`src/rtl/core/afc_pkg.sv`:
```
// ----------------------------------------------------------------------------
// Alpha fade controller package
// Phase and mode codes, field widths and constants shared by the fade core.
// ----------------------------------------------------------------------------
package afc_pkg;

  localparam int unsigned ModeW     = 2;
  localparam int unsigned DurationW = 16;
  localparam int unsigned DelayW    = 16;
  localparam int unsigned AlphaW    = 8;
  localparam int unsigned PhaseW    = 2;
  localparam int unsigned DivSteps  = 8;

  localparam logic [AlphaW-1:0] FullAlpha = 8'hFF;

  typedef enum logic [PhaseW-1:0] {
    PH_OPAQUE = 2'd0,
    PH_CLEAR  = 2'd1,
    PH_FIN    = 2'd2,
    PH_FOUT   = 2'd3
  } phase_e;

  typedef enum logic [ModeW-1:0] {
    MODE_TICK       = 2'd0,
    MODE_FADE_IN    = 2'd1,
    MODE_FADE_OUT   = 2'd2,
    MODE_SET_STATUS = 2'd3
  } mode_e;

endpackage

```
`src/rtl/core/afc_if.sv`:
```
// ----------------------------------------------------------------------------
// Alpha fade controller channels
// Request and response channels with valid/ready handshake and payload.
// ----------------------------------------------------------------------------
interface afc_req_if;
  import afc_pkg::*;

  logic                 valid;
  logic                 ready;
  logic [ModeW-1:0]     mode;
  logic [DurationW-1:0] duration;
  logic                 target_status;
  logic [DelayW-1:0]    delay;

  modport source (output valid, mode, duration, target_status, delay, input ready);
  modport sink   (input valid, mode, duration, target_status, delay, output ready);
endinterface

interface afc_rsp_if;
  import afc_pkg::*;

  logic              valid;
  logic              ready;
  logic [AlphaW-1:0] alpha;
  logic              draw_overlay;
  logic              accepted;
  logic [PhaseW-1:0] phase;

  modport source (output valid, alpha, draw_overlay, accepted, phase, input ready);
  modport sink   (input valid, alpha, draw_overlay, accepted, phase, output ready);
endinterface

```
`src/rtl/core/alpha_fade_controller_core.sv`:
```
// ----------------------------------------------------------------------------
// Alpha fade controller core
// Overlay fade phase sequencer with a shared iterative ramp divider.
// ----------------------------------------------------------------------------
// Requests arrive on req_i: a tick, a start of fade in or fade out, or a set
// status command with an optional delay in ticks. Every request yields one
// response on rsp_o with the current alpha, the drawn flag for ticks, the
// start acceptance flag and the phase after the request.
// A tick in a fading phase runs the shared divider for count*255/length,
// one quotient bit per cycle, and waits in ST_DIV until it is done.
// Ticks in the opaque or clear phase and all other commands skip the
// divider and go from ST_IDLE straight to ST_OUT. The block handles one
// request at a time: req_i.ready is low from acceptance until the
// response has been taken. While the receiver holds rsp_o.ready low, the
// response stays stable and no new request is taken. Reset puts the block
// in the opaque phase with alpha at 255 and no pending status change.
// ----------------------------------------------------------------------------
module alpha_fade_controller_core #(
  parameter int unsigned COUNT_WIDTH = 16
) (
  input  logic      clk_i,
  input  logic      rst_ni,
  afc_req_if.sink   req_i,
  afc_rsp_if.source rsp_o
);
  import afc_pkg::*;

  typedef enum logic [1:0] {
    ST_IDLE,
    ST_DIV,
    ST_OUT
  } state_e;

  state_e                 state_q;
  phase_e                 phase_q;
  logic [COUNT_WIDTH-1:0] count_q;
  logic [COUNT_WIDTH-1:0] len_q;
  logic                   dly_valid_q;
  logic [DelayW-1:0]      dly_cnt_q;
  logic                   pend_q;
  logic [AlphaW-1:0]      alpha_q;
  logic                   drawn_q;
  logic                   acc_q;
  logic                   fin_q;

  logic                   req_fire;
  logic                   rsp_fire;
  mode_e                  mode;
  phase_e                 ph_apply;
  logic [COUNT_WIDTH-1:0] cnt_inc;
  logic [COUNT_WIDTH-1:0] len_eff;
  logic [COUNT_WIDTH-1:0] div_cnt;
  logic [COUNT_WIDTH-1:0] dur_len;
  logic                   ramp_end;
  logic                   div_start;
  logic                   div_done;
  logic [AlphaW-1:0]      div_quot;
  logic [AlphaW-1:0]      ramp_alpha;

  assign req_i.ready = (state_q == ST_IDLE);
  assign rsp_o.valid = (state_q == ST_OUT);
  assign req_fire    = req_i.valid && req_i.ready;
  assign rsp_fire    = rsp_o.valid && rsp_o.ready;
  assign mode        = mode_e'(req_i.mode);

  assign ph_apply = (dly_valid_q && dly_cnt_q == '0) ? phase_e'({1'b0, pend_q}) : phase_q;
  assign cnt_inc  = count_q + 1'b1;
  assign ramp_end = cnt_inc >= len_q;
  assign len_eff  = (len_q == '0) ? COUNT_WIDTH'(1) : len_q;
  assign div_cnt  = (cnt_inc > len_eff) ? len_eff : cnt_inc;
  assign dur_len  = (COUNT_WIDTH'(req_i.duration) == '0) ? COUNT_WIDTH'(1)
                                                         : COUNT_WIDTH'(req_i.duration);

  assign div_start = req_fire && (mode == MODE_TICK)
                     && (ph_apply == PH_FIN || ph_apply == PH_FOUT);

  afc_div #(
    .COUNT_WIDTH(COUNT_WIDTH)
  ) u_div (
    .clk_i    (clk_i),
    .rst_ni   (rst_ni),
    .start_i  (div_start),
    .count_i  (div_cnt),
    .length_i (len_eff),
    .done_o   (div_done),
    .quot_o   (div_quot)
  );

  assign ramp_alpha = fin_q ? (FullAlpha - div_quot) : div_quot;

  always_ff @(posedge clk_i or negedge rst_ni) begin
    if (!rst_ni) begin
      state_q     <= ST_IDLE;
      phase_q     <= PH_OPAQUE;
      count_q     <= '0;
      len_q       <= '0;
      dly_valid_q <= 1'b0;
      dly_cnt_q   <= '0;
      pend_q      <= 1'b0;
      alpha_q     <= FullAlpha;
      drawn_q     <= 1'b0;
      acc_q       <= 1'b0;
      fin_q       <= 1'b0;
    end else begin
      unique case (state_q)
        ST_IDLE: begin
          if (req_fire) begin
            drawn_q <= 1'b0;
            acc_q   <= 1'b0;
            state_q <= ST_OUT;
            unique case (mode)
              MODE_TICK: begin
                if (dly_valid_q) begin
                  if (dly_cnt_q == '0) begin
                    dly_valid_q <= 1'b0;
                  end else begin
                    dly_cnt_q <= dly_cnt_q - 1'b1;
                  end
                end
                unique case (ph_apply) inside
                  PH_CLEAR: begin
                    phase_q <= PH_CLEAR;
                  end
                  PH_OPAQUE: begin
                    phase_q <= PH_OPAQUE;
                    alpha_q <= FullAlpha;
                    drawn_q <= 1'b1;
                  end
                  PH_FIN, PH_FOUT: begin
                    count_q <= cnt_inc;
                    fin_q   <= (ph_apply == PH_FIN);
                    state_q <= ST_DIV;
                    if (ramp_end) begin
                      phase_q <= (ph_apply == PH_FIN) ? PH_CLEAR : PH_OPAQUE;
                    end else begin
                      phase_q <= ph_apply;
                    end
                  end
                  default: begin
                    phase_q <= ph_apply;
                  end
                endcase
              end
              MODE_FADE_IN: begin
                if (phase_q == PH_OPAQUE) begin
                  phase_q <= PH_FIN;
                  count_q <= '0;
                  len_q   <= dur_len;
                  acc_q   <= 1'b1;
                end
              end
              MODE_FADE_OUT: begin
                if (phase_q == PH_CLEAR) begin
                  phase_q <= PH_FOUT;
                  count_q <= '0;
                  len_q   <= dur_len;
                  acc_q   <= 1'b1;
                end
              end
              MODE_SET_STATUS: begin
                pend_q      <= req_i.target_status;
                dly_valid_q <= 1'b1;
                if (req_i.delay != '0) begin
                  dly_cnt_q <= req_i.delay;
                end else begin
                  dly_cnt_q <= '0;
                  phase_q   <= phase_e'({1'b0, req_i.target_status});
                end
              end
              default: begin
                state_q <= ST_OUT;
              end
            endcase
          end
        end
        ST_DIV: begin
          if (div_done) begin
            alpha_q <= ramp_alpha;
            drawn_q <= (ramp_alpha != '0);
            state_q <= ST_OUT;
          end
        end
        ST_OUT: begin
          if (rsp_fire) begin
            state_q <= ST_IDLE;
          end
        end
        default: begin
          state_q <= ST_IDLE;
        end
      endcase
    end
  end

  assign rsp_o.alpha        = alpha_q;
  assign rsp_o.draw_overlay = drawn_q;
  assign rsp_o.accepted     = acc_q;
  assign rsp_o.phase        = phase_q;

  a_no_overlap: assert property (@(posedge clk_i) disable iff (!rst_ni)
    rsp_o.valid |-> !req_i.ready)
    else $error("response pending while a new request is accepted");

  a_div_done_in_div: assert property (@(posedge clk_i) disable iff (!rst_ni)
    div_done |-> state_q == ST_DIV)
    else $error("divider finished outside the divide state");

  a_ramp_len: assert property (@(posedge clk_i) disable iff (!rst_ni)
    (phase_q == PH_FIN || phase_q == PH_FOUT) |-> (len_q != '0 && count_q < len_q))
    else $error("fading phase with a finished or empty ramp");

  a_drawn_alpha: assert property (@(posedge clk_i) disable iff (!rst_ni)
    (rsp_o.valid && rsp_o.draw_overlay) |-> rsp_o.alpha != '0)
    else $error("overlay drawn with zero alpha");

endmodule

```
`src/rtl/core/afc_div.sv`:
```
// ----------------------------------------------------------------------------
// Alpha fade ramp divider
// Computes count*255/length one quotient bit per cycle by restoring division.
// ----------------------------------------------------------------------------
module afc_div #(
  parameter int unsigned COUNT_WIDTH = 16
) (
  input  logic                          clk_i,
  input  logic                          rst_ni,
  input  logic                          start_i,
  input  logic [COUNT_WIDTH-1:0]        count_i,
  input  logic [COUNT_WIDTH-1:0]        length_i,
  output logic                          done_o,
  output logic [afc_pkg::AlphaW-1:0]    quot_o
);
  import afc_pkg::*;

  localparam int unsigned StepW = $clog2(DivSteps);
  localparam int unsigned ProdW = COUNT_WIDTH + AlphaW;

  logic                   busy_q;
  logic                   done_q;
  logic [StepW-1:0]       step_q;
  logic [COUNT_WIDTH-1:0] rem_q;
  logic [COUNT_WIDTH-1:0] den_q;
  logic [AlphaW-1:0]      quot_q;

  logic [ProdW-1:0]       prod;
  logic [COUNT_WIDTH:0]   trial;
  logic [COUNT_WIDTH:0]   diff;
  logic                   fits;

  // The product count*255 is formed as count*256 - count.
  assign prod  = {count_i, {AlphaW{1'b0}}} - {{AlphaW{1'b0}}, count_i};
  assign trial = {rem_q, quot_q[AlphaW-1]};
  assign diff  = trial - {1'b0, den_q};
  assign fits  = trial >= {1'b0, den_q};

  always_ff @(posedge clk_i or negedge rst_ni) begin
    if (!rst_ni) begin
      busy_q <= 1'b0;
      done_q <= 1'b0;
      step_q <= '0;
    end else begin
      done_q <= 1'b0;
      if (start_i) begin
        busy_q <= 1'b1;
        step_q <= StepW'(DivSteps - 1);
      end else if (busy_q) begin
        step_q <= step_q - 1'b1;
        if (step_q == '0) begin
          busy_q <= 1'b0;
          done_q <= 1'b1;
        end
      end
    end
  end

  always_ff @(posedge clk_i) begin
    if (start_i) begin
      rem_q  <= prod[ProdW-1:AlphaW];
      quot_q <= prod[AlphaW-1:0];
      den_q  <= length_i;
    end else if (busy_q) begin
      rem_q  <= fits ? diff[COUNT_WIDTH-1:0] : trial[COUNT_WIDTH-1:0];
      quot_q <= {quot_q[AlphaW-2:0], fits};
    end
  end

  assign done_o = done_q;
  assign quot_o = quot_q;

endmodule

```
`src/flat_wrapper.sv`:
```
// flat-port wrapper written by rule: the top's interface ports become plain ports
module alpha_fade_controller_core_flat import afc_pkg::*;
#(
  parameter int unsigned COUNT_WIDTH = 16
)
  (clk_i, rst_ni, req_i_valid, req_i_mode, req_i_duration, req_i_target_status, req_i_delay, req_i_ready, rsp_o_valid, rsp_o_alpha, rsp_o_draw_overlay, rsp_o_accepted, rsp_o_phase, rsp_o_ready);
  afc_req_if req_i_i ();
  afc_rsp_if rsp_o_i ();
  input  logic clk_i;
  input  logic rst_ni;
  input wire logic [$bits(req_i_i.valid)-1:0] req_i_valid;
  input wire logic [$bits(req_i_i.mode)-1:0] req_i_mode;
  input wire logic [$bits(req_i_i.duration)-1:0] req_i_duration;
  input wire logic [$bits(req_i_i.target_status)-1:0] req_i_target_status;
  input wire logic [$bits(req_i_i.delay)-1:0] req_i_delay;
  output wire logic [$bits(req_i_i.ready)-1:0] req_i_ready;
  output wire logic [$bits(rsp_o_i.valid)-1:0] rsp_o_valid;
  output wire logic [$bits(rsp_o_i.alpha)-1:0] rsp_o_alpha;
  output wire logic [$bits(rsp_o_i.draw_overlay)-1:0] rsp_o_draw_overlay;
  output wire logic [$bits(rsp_o_i.accepted)-1:0] rsp_o_accepted;
  output wire logic [$bits(rsp_o_i.phase)-1:0] rsp_o_phase;
  input wire logic [$bits(rsp_o_i.ready)-1:0] rsp_o_ready;
  assign req_i_i.valid = req_i_valid;
  assign req_i_i.mode = req_i_mode;
  assign req_i_i.duration = req_i_duration;
  assign req_i_i.target_status = req_i_target_status;
  assign req_i_i.delay = req_i_delay;
  assign req_i_ready = req_i_i.ready;
  assign rsp_o_valid = rsp_o_i.valid;
  assign rsp_o_alpha = rsp_o_i.alpha;
  assign rsp_o_draw_overlay = rsp_o_i.draw_overlay;
  assign rsp_o_accepted = rsp_o_i.accepted;
  assign rsp_o_phase = rsp_o_i.phase;
  assign rsp_o_i.ready = rsp_o_ready;
  alpha_fade_controller_core #(.COUNT_WIDTH(COUNT_WIDTH)) u_core (.clk_i(clk_i), .rst_ni(rst_ni), .req_i(req_i_i), .rsp_o(rsp_o_i));
endmodule
```
`config.mk`:
```
export PLATFORM = sky130hd
export DESIGN_NAME = alpha_fade_controller_core_flat
export DESIGN_NICKNAME = d
export VERILOG_FILES = /design/src/rtl/core/afc_pkg.sv /design/src/rtl/core/afc_if.sv /design/src/rtl/core/alpha_fade_controller_core.sv /design/src/rtl/core/afc_div.sv /design/src/flat_wrapper.sv
export SDC_FILE = /design/constraint.sdc
export NUM_CORES = 1
export LEC_CHECK = 0
export BUFFER_PORTS_ARGS = -buffer_cell sky130_fd_sc_hd__buf_2
export CAP_MARGIN = 30
export CELL_PAD_IN_SITES_DETAIL_PLACEMENT = 0
export CELL_PAD_IN_SITES_GLOBAL_PLACEMENT = 1
export CORE_MARGIN = 2
export CORE_UTILIZATION = 43
export CTS_CLUSTER_DIAMETER = 40
export DETAILED_ROUTE_END_ITERATION = 10
export PLACE_DENSITY = 0.83
export SYNTH_ARGS = -nofsm -noshare
export SYNTH_HDL_FRONTEND = slang
export SYNTH_SLANG_ARGS = --single-unit
```
`constraint.sdc`:
```
create_clock -name clk_i -period 4.8 [get_ports clk_i]
set_input_delay 0.48 -clock clk_i [delete_from_list [all_inputs] [get_ports clk_i]]
set_output_delay 0.48 -clock clk_i [all_outputs]
set_load 0.1 [all_outputs]
```
* Word-level counts from Yosys, hierarchy flattened
Cells that the tools add are included.
Word-level totals: input bits 39, logic and storage cells 137, flip-flop bits (word level) 110, output and inout port bits 14
Cells by class: $add $sub $neg 6, mux-type cells 58, equal/unequal tests 20, reduce and logical (&&, ||, !) cells 33, magnitude comparators 3
Operators with widths (number):
- two-way mux 16 bit | 14
- one-hot mux 16 bit (2 select lines) | 2
- two-way mux 8 bit | 7
- zero test 16 bit | 3
- one-hot mux 16 bit (3 select lines) | 1
- subtractor 24 x 16 -> 24 bit | 1
- two-way mux 2 bit | 10
- AND reduction 5 bit | 4
- >= comparator 17 x 16 -> 1 bit | 1
- adder 16 x 1 -> 16 bit, second input constant | 1
- >= comparator 16 bit | 1
- > comparator 16 bit | 1
- != test 2 bit, second input constant | 8
- one-hot mux 8 bit (2 select lines) | 1
- nonzero test 16 bit | 1
- subtractor 16 x 1 -> 16 bit, second input constant | 1
- subtractor 16 bit | 1
- two-way mux 1 bit | 15
- one-hot mux 2 bit (3 select lines) | 2
- AND reduction 3 bit | 4
- equality test 2 bit, second input constant | 5
- equality test 2 x 1 -> 1 bit, second input constant | 4
- zero test 2 bit | 4
- one-hot mux 2 bit (4 select lines) | 1
- 15 further kinds | 27

* Depth between registers and ports, before layout
Gate-level depths: netlist of the first run.
depth after elaboration 9, mapped depth 28

* By module
A second synthesis of the first run with hierarchy kept.
Unflattened totals: cell total of the unflattened synthesis 884, area, all modules 8226.6 µm²
Modules (own cells, without submodules):
- alpha_fade_controller_core | seq. area each 1636.6 µm², cells an instance 537, instances 1, area an instance 4753.3 µm²
- afc_div | seq. area each 1326.3 µm², cells an instance 347, instances 1, area an instance 3473.3 µm²

* Worst setup path after synthesis of the first run
No wires, ideal clock.
path type register -> register, start register u_core.count_q[0], end register u_core.u_div.rem_q[12] (data pin), cell stages (with the launch flop) 26, period minus slack after synthesis 5.353 ns, path buffers 3, path slack -0.553 ns, arrival 5.057 ns, path through dfrtp_1 > clkbuf_1 > nand3_1 > nor3_1 > and4_1 > nand3_1 > xnor2_1 > ha_1 > nand4_1 > nor2_1 > nand4_1 > o31ai_1 > and2_4 > buf_12 > buf_4 > mux2_2 > ha_1 > and3_1 > a31oi_1 > o21ai_0 > a21o_1 > a21o_1 > a41oi_1 > nand3_1 > xnor2_1 > a21oi_1
Between the ends: longest elaborated chain between the ends 5
Ends and longest elaborated chain:
- start, declared | RTL line alpha_fade_controller_core.sv:36 | logic [COUNT_WIDTH-1:0] count_q;
- start signal, assigned | RTL line alpha_fade_controller_core.sv:130 | count_q <= cnt_inc;
- adder 16 x 1 -> 16 bit * | RTL line alpha_fade_controller_core.sv:67 | assign cnt_inc = count_q + 1'b1;
- > comparator 16 bit | RTL line alpha_fade_controller_core.sv:70 | assign div_cnt = (cnt_inc > len_eff) ? len_eff : cnt_inc;
- two-way mux 16 bit * | RTL line alpha_fade_controller_core.sv:70
- subtractor 24 x 16 -> 24 bit * | RTL line afc_div.sv:34 | assign prod = {count_i, {AlphaW{1'b0}}} - {{AlphaW{1'b0}}, count_i};
- two-way mux 16 bit * | RTL line afc_div.sv:60 | if (start_i) begin
- end signal, assigned | RTL line afc_div.sv:61 | rem_q <= prod[ProdW-1:AlphaW];
- end signal, assigned | RTL line afc_div.sv:65 | rem_q <= fits ? diff[COUNT_WIDTH-1:0] : trial[COUNT_WIDTH-1:0];
- end, declared | RTL line afc_div.sv:24 | logic [COUNT_WIDTH-1:0] rem_q;
Mark *: on every way between the ends. The rest lies on a longest branch, timed or not. A chain may end at the register's enable or synchronous reset.

* Worst setup path in the final report of the first run
start register u_core.count_q[2], end register u_core.u_div.rem_q[12] (data pin)
The elaborated chain is that of the path after synthesis.

==> summary.txt, run 1 <==
Run status
  • Status: finished, final reports clean

Setup path
  • Crit Path Max Fanout: 7
  • Slowest stage cell, crit path: dfrtp_1
  • Setup crit start kind: register
  • Crit path cell chain: nand3_2 > nor3_4 > and4_4 > nand3_4 > xnor2_4 > ha_1 > nand4_1 > nor2_2 > nand4_1 > o31ai_2 > and2_4 > buf_4 > mux2i_4 > ha_4 > a21o_1 > a21oi_1 > o21ai_1 > a21o_1 > a21o_1 > a41oi_2 > nand3_1 > xnor2_1 > a21oi_1
  • Critical path class: reg -> reg
  • CP Capture Type: register
  • CP Data Required Time: 4.90 ns
  • Most Frequent Cell on Critical Path: a21o_1
  • Crit path to: u_core.u_div.rem_q[12]
  • CP Depth: 23
  • R2R depth: 23
  • Worst reg2reg path startpoint: u_core.count_q[2]
  • Critical Path Source: u_core.count_q[2]
  • R2R setup slack: slightly above 0.02 ns
  • Max stage delay on crit path: 0.40 ns
  • Reg2Reg Capture Point: u_core.u_div.rem_q[12]
  • Bufs and invs on worst path: 1
  • Top delay family on crit path: simple AND/OR/NAND/NOR gates
  • Crit path DAT: ~4.9 ns

STA
  • Fmax: 0.209 GHz
  • Final hold viol count: 0
  • RSZ-0062 raised after global routing: yes
  • Final setup viols: 0
  • Slew HR: 36.6%
  • Fin crit share: 99.6%
  • Post-route minimum period: 4.78 ns
  • Hold_ws: 0.356 ns
  • Slew Limit Fails: 0
  • Worst slew pin tran: around 0.94 ns
  • Total Neg Setup Slack: 0 ns
  • Clk_skew: ~0.014 ns

Floorplan
  • Die width: 143 um
  • Die area: 20600 um2
  • Initial Util: between 40 and 50%
  • Core area: 18900 um2
  • Die H: 143 um
  • # rows: 50
  • # IOs: 53

Synthesis
  • Register area share after synthesis: a little over a third
  • Syn. warnings: 0
  • Mapped Nets: between 1000 and 1500
  • Post-synth EDFFs: 40
  • Main synth FF type: dfrtp_1
  • Post-Synth XOR/XNOR Area: 5.78%
  • Synthesized flop and latch total: 110
  • Yosys top cell by area: dfrtp_1
  • Post-Synth Adder-Cell Area: 9.82%
  • Simple-gate share of the synthesized area: a little under a fifth
  • Mux contribution to synthesized area: 5.91%
  • Syn Area/Cell: 8.78 um2
  • Yosys cell types: between 80 and 90
  • Cells after Synth: 952
  • Ranking of synthesized cells by area: dfrtp_1 (19%), edfxtp_1 (14%), ha_1 (9.6%)
  • Post-Syn Area: 8360 um2
  • Top cell type's share of synthesized area: 18.6%
  • Largest family of logic cells by synthesized area: compound AO/OA/AOI/OAI gates
  • Compound-Gate Fraction of Synth Area: 18.4%
  • Post-synthesis async set-or-reset flop share: 63.6%

Place
  • DPL Wire Length: 15900 um
  • Global placer's final weighted congestion: 0.936
  • IO buf count: 52
  • DP Cell Count: around 1300

Finish
  • Area growth syn-to-layout: 20.3%
  • Layout cells sized above 1: 24.8%
  • Non-filler instance count after layout: about 1300
  • Layout Nets: 1154
  • N_diodes: 0

GRT
  • Vias in the first global route: 6914
  • Global-route wire length before repair: 34700 um
  • Initial antenna violation count: 0
  • Remaining Overflow, GRT: 0
  • GRT Util Overall: 21.1%
  • Largest net degree at the start of global routing: 71

Job
  • Maxcap violations: 0

CTS
  • CTS tree: built
  • CTS root buf: clkbuf_16
  • Maximum level of the CTS H-tree: 3
  • CTS buffer count: 9
  • Clock Latency Late Sink: 0.37 ns
  • Clk slew on worst S/H paths: around 0.080 ns
  • Num Clock Sinks: 110
  • Clock tree buffer depth: 2

Drt
  • DR iter-0 viols: 381
  • DR vias: 7184
  • WL/cell: 16.1 um
  • Detail Route Antenna Nets: 0
  • Residual DRC count: 0
  • Routed WL: 21100 um
  • DR vias/cell: 5.46
  • First-pass DRT Iterations: 5

Pwr
  • Leakage dissipation: 4.31 nW
  • Pwr Density: 696 nW/um2
  • VDD IR max: 0.260 mV

Hold path
  • HP Class: in -> reg
-- per-stage QoR --
step / cell area (um2) / utilization (%) / power [mW] / worst slack (ns)
after global placement: 9350 / 49.5 / 5.78 / 0.0526
final: 10000 / 53.2 / 7.00 / 0.0203
after floorplan: 8520 / - / 4.79 / -0.0950
after CTS: 9680 / 51.2 / 6.64 / 0.00344
after detailed placement: 9360 / 49.6 / 5.85 / -0.0869
after global routing: 10000 / 53.2 / 7.57 / -0.219
-- cells in the final DEF (no fill, tap or decap), types with 6 or more instances in the layout --
cell type   n
buf_4      84
nor4_1     16
dfrtp_1    62
a211oi_1   17
nor3_1     28
ha_1       57
a21o_1     15
and2_1      8
buf_2      52
dfstp_2     8
nand2b_1   10
nand3_1    17
mux2_2     27
a21oi_1    60
xnor2_1    32
inv_1      67
mux2i_1     6
or3_1       7
nor2b_1    12
a21oi_2     6
nor2_1     74
nand2_1    84
and3_1      7
edfxtp_1   40
nand4_1    13
o31ai_1     6
clkbuf_16   9
o21a_1      6
xor2_1     18
o21ai_0    71
-- synthesized netlist by cell type, types with 4 or more instances --
library cell / number
nand2_1: 86
nor2_1: 77
o21ai_0: 74
inv_1: 67
a21oi_1: 66
ha_1: 64
dfrtp_1: 62
clkbuf_1: 41
edfxtp_1: 40
xnor2_1: 34
nor3_1: 31
mux2_2: 30
nand3_1: 23
xor2_1: 18
a211oi_1: 17
nor4_1: 16
a21o_1: 15
nand4_1: 13
nor2b_1: 12
and3_1: 10
mux2i_1: 10
nand2b_1: 10
and2_1: 8
dfstp_2: 8
buf_2: 7
o31ai_1: 7
or3_1: 7
o21a_1: 6
a22oi_1: 5
a31oi_1: 5
a41oi_1: 5
a31o_2: 4
buf_4: 4
-- cell families (layout without fill, tap and decap cells) --
family / after synthesis / in the layout
flops: 110 / 110
mux: 44 / 44
xor+xnor: 53 / 53
buf+inv: 127 / 230
compound gates: 241 / 241
fa+ha+maj: 65 / 65
simple gates: 312 / 312
-- metal layers --
metal	up-vias	share of wire (%)	global-route usage [%]	routed length, um
li1	3593	-	-	-
met1	3419	48	30.0	10000
met2	141	47	33.2	9890
met3	31	3.6	2.83	768
met4	0	2.0	7.22	416
met5	-	0	0	0
-- registers in the layout, summed over array words and instances (netlist names) --
register	count
u_core.count_q	16
u_core.dly_cnt_q	16
u_core.dly_valid_q	1
u_core.fin_q	1
u_core.len_q	16
u_core.pend_q	1
u_core.rsp_o.accepted	1
u_core.rsp_o.alpha	8
u_core.rsp_o.draw_overlay	1
u_core.rsp_o.phase	2
u_core.state_q	2
u_core.u_div.busy_q	1
u_core.u_div.den_q	16
u_core.u_div.done_o	1
u_core.u_div.quot_o	8
u_core.u_div.rem_q	16
u_core.u_div.step_q	3
-- report_power, final --
part | switching (mW) | internal [mW]
clock network | 0.380 | 0.365
registers | 0.309 | 1.44
logic | 2.57 | 1.93
-- worst min-delay path by stage --
stage	startpoint	depth (start not counted)	endpoint
after floorplan	rst_ni	0	u_core.count_q[0]
after global placement	u_core.rsp_o.accepted	2	u_core.rsp_o.accepted
after detailed placement	u_core.rsp_o.accepted	2	u_core.rsp_o.accepted
after CTS	rst_ni	2	u_core.u_div.step_q[0]
after global routing	req_i_duration[11]	2	u_core.len_q[11]
final	req_i_target_status	2	u_core.pend_q
-- timing repair --
action	in CTS	in global routing
gates resized for setup	1	39
endpoints found under the hold margin	0	2
endpoints found under the setup margin	7	13
setup buffers	3	17
pin swaps	3	36
hold buffers	0	1
-- cell type report --
cell class                 instances  area [um2]
clock buffer                       9         225
sequential                       110        2960
timing repair buffer             144        1020
multi-input combinational        715        5190
tap                              260         325
inverter                          70         263
fill                            1777        8840
clock inverter                     7        62.6
Power figures use the tool's default switching activity.
==> inputs of run 2 (changes only) <==
--- a/config.mk
+++ b/config.mk
@@ -13,7 +13,9 @@
 export CORE_UTILIZATION = 43
 export CTS_CLUSTER_DIAMETER = 40
 export DETAILED_ROUTE_END_ITERATION = 10
+export MAX_ROUTING_LAYER = met4
 export PLACE_DENSITY = 0.83
+export RECOVER_POWER = 100
 export SYNTH_ARGS = -nofsm -noshare
 export SYNTH_HDL_FRONTEND = slang
 export SYNTH_SLANG_ARGS = --single-unit
==> summary.txt, run 2 (synthesized netlist as in run 1, its figures left out) <==
Run status
  • Status: complete, but fails checks
  • Failing checks: capacitance limit, slew limit, setup timing

CTS
  • CTS tree: built
  • Maximum level of the CTS H-tree: 3 (unchanged)
  • Post-CTS Hold Buffers: 0 (unchanged)
  • Clk slew on worst S/H paths: 0.08 ns (about the same)
  • Clock Latency Late Sink: 0.36 ns (about the same)
  • CTS root buf: clkbuf_16
  • Num Clock Sinks: 110 (unchanged)
  • CTS buffer count: 9 (unchanged)
  • Clock tree buffer depth: 2 (unchanged)

Drt
  • Residual DRC count: 0 (unchanged)
  • WL/cell: 16.1 um (about the same)
  • DR vias/cell: 5.46 (-0.14%)
  • Routed WL: 21000 um (-0.34%)
  • DR iter-0 viols: 426 (+12%)
  • DR vias: 7152 (-0.45%)
  • Detail Route Antenna Nets: 0 (unchanged)
  • First-pass DRT Iterations: 5 (unchanged)

STA
  • Total Neg Setup Slack: -0.128 ns (-0.128 ns)
  • Post-route minimum period: 4.85 ns (+0.0679 ns)
  • Final setup viols: 4 (+4)
  • Slew Limit Fails: 71 (+71)
  • Fmax: 0.206 GHz (-1.4%)
  • Clk_skew: 0.0180 ns (+0.00446 ns)
  • Final hold viol count: 0 (unchanged)
  • Slew HR: -157% (-190 points)
  • Final WS setup: -0.0476 ns (-0.0679 ns)
  • RSZ-0062 raised after global routing: yes
  • Fin crit share: 101% (+1.4 points)
  • Worst slew pin tran: 3.86 ns (+2.92 ns)

Pwr
  • Leakage dissipation: 4.18 nW (-3.0%)
  • Tot Pwr: 6.84 mW (-2.2%)
  • Switching power: 3.23 mW (-1.0%)
  • Internal: 3.62 mW (-3.2%)
  • Pwr Density: 693 nW/um2 (-0.46%)
  • Combinational fraction of design power: 63.8% (-0.5 points)
  • Register share of total power: 25.6% (+0.5 points)
  • Net Sw Frac: 47.1% (+0.54 points)
  • VDD IR max: 0.255 mV (-2.1%)
  • Clock share of power: 10.6% (about the same)

Setup path
  • Crit path DAT: 4.92 ns (+0.04 ns)
  • Critical path class: reg -> reg
  • Max stage delay on crit path: 0.41 ns (about the same)
  • Setup crit start kind: register
  • Crit Path Max Fanout: 7 (unchanged)
  • Crit path cell chain: nand3_2 > nor3_2 > and4_4 > nand3_2 > xnor2_2 > ha_1 > nand4_1 > nor2_2 > nand4_1 > o31ai_2 > and2_4 > buf_6 > nor2_1 > a21o_1 > ha_4 > a21o_1 > a31oi_1 > o21ai_1 > a21o_1 > a21o_1 > a41oi_2 > nand2_1 > xnor2_2 > a21oi_1
  • Slowest stage cell, crit path: dfrtp_1
  • CP Capture Type: register
  • Most Frequent Cell on Critical Path: a21o_1
  • CP Data Required Time: 4.87 ns (-0.03 ns)

Place
  • Global placer's final weighted congestion: 0.940 (+0.44%)
  • IO buf count: 52 (unchanged)
  • Area after DPL: 9360 um2 (about the same)
  • DP Worst Slack: -0.00459 ns (+0.0823 ns)
  • DP Cell Count: 1276 (-0.078%)
  • DPL Wire Length: 16000 um (+0.55%)

Job
  • Maxcap violations: 1 (+1)

GRT
  • Global-route wire length before repair: 34000 um (-2.1%)
  • Initial antenna violation count: 0 (unchanged)
  • Vias in the first global route: 6599 (-4.6%)
  • Remaining Overflow, GRT: 0 (unchanged)
  • GRT Util Overall: 21.4% (+0.28 points)
  • Largest net degree at the start of global routing: 71 (unchanged)

Finish
  • Layout Nets: 1150 (-0.35%)
  • Non-filler instance count after layout: 1311 (-0.30%)
  • Fill count: 1778 (+0.056%)
  • Area growth syn-to-layout: 18.2%
  • Most frequent cells in the layout: nand2_1 (84), nor2_1 (74), o21ai_0 (73)
  • Commonest non-fill, non-tap cell in the layout: nand2_1
  • Post-route cell area: 9880 um2 (-1.7%)
  • N_diodes: 0 (unchanged)
  • Layout cells sized above 1: 22.1% (-2.8 points)

Hold path
  • HP Class: in -> reg

Floorplan
  • Die width: 143 um (unchanged)
  • Die area: 20600 um2 (unchanged)
  • # IOs: 53 (unchanged)
  • Initial Util: 44.2% (unchanged)
  • Core area: 18900 um2 (unchanged)
  • Die H: 143 um (unchanged)
  • # rows: 50 (unchanged)
[run 2: cell types whose count changed in the layout (fill, tap and decap cells not counted), moves of 3 or more]
cell      delta
clkbuf_1    +27
buf_2       -14
buf_4       -12
nor3_1       +3
xnor2_2      +3
[run 2: cell type report]
cell class / instances / area [um2] / area share (%)
inverters: 70 / 263 / 2.66
repair buffers: 140 / 875 / 8.86
multi-input cells: 715 / 5170 / 52.4
clock buffers: 9 / 225 / 2.28
well taps: 260 / 325 / 3.29
clock inverters: 7 / 55.1 / 0.557
flip-flops and latches: 110 / 2960 / 30.0
[run 2: metal layers]
metal	wire length [um]	vias to the layer above	global-route usage, %	share of wire [%]
li1	-	3597	-	-
met1	10200	3397	30.6	49
met2	9710	144	32.6	46
met3	859	14	2.83	4.1
met4	231	0	4.70	1.1
met5	0	-	-	0
[run 2: worst paths after layout]
| check | startpoint | slack [ns] | to | cells past startpoint |
|---|---|---|---|---|
| worst max register to register | u_core.count_q[4] | -0.05 | u_core.u_div.rem_q[10] | 24 |
| worst max-delay path | u_core.count_q[4] | -0.05 | u_core.u_div.rem_q[10] | 24 |
| worst min register to register | u_core.rsp_o.accepted | 0.48 | u_core.rsp_o.accepted | 2 |
| max in group asynchronous | rst_ni | 1.07 | u_core.len_q[9] | 2 |
| min in group asynchronous | rst_ni | 1.53 | u_core.u_div.step_q[0] | 2 |
| worst min-delay path | req_i_duration[13] | 0.37 | u_core.len_q[13] | 2 |
[run 2: power by group through the flow]
stage / Clock (mW) / Combinational (mW) / Sequential [mW]
after floorplan: 0 / 2.76 / 2.03
after global placement: 0 / 4.03 / 1.76
after detailed placement: 0 / 4.08 / 1.77
after CTS: 0.738 / 4.12 / 1.75
after global routing: 0.775 / 4.81 / 1.81
final: 0.724 / 4.37 / 1.75
[run 2: timing repair]
| action | in CTS | in global routing |
|---|---|---|
| pin swaps | 1 | 38 |
| setup endpoints to repair | 6 | 14 |
| gates resized for setup | 1 | 34 |
| buffers inserted | 1 | 18 |
| cloned | 0 | 0 |
[run 2: stage by stage]
step | hold WS, ns | util [%]
2_1_floorplan | 0.184 | -
3_3_place_gp | 0.461 | 49.4
3_5_place_dp | 0.468 | 49.5
4_1_cts | 0.363 | 51.1
5_1_grt | 0.365 | 52.3
6_report | 0.372 | 52.3
[run 2: critical path: cells and delay by family, from the launching register on]
kind	cells	cell delay, ns
compound gates	9	1.44
xor+xnor	2	0.30
fa+ha+maj	2	0.57
buf+inv	1	0.15
flops	1	0.41
simple gates	10	1.69
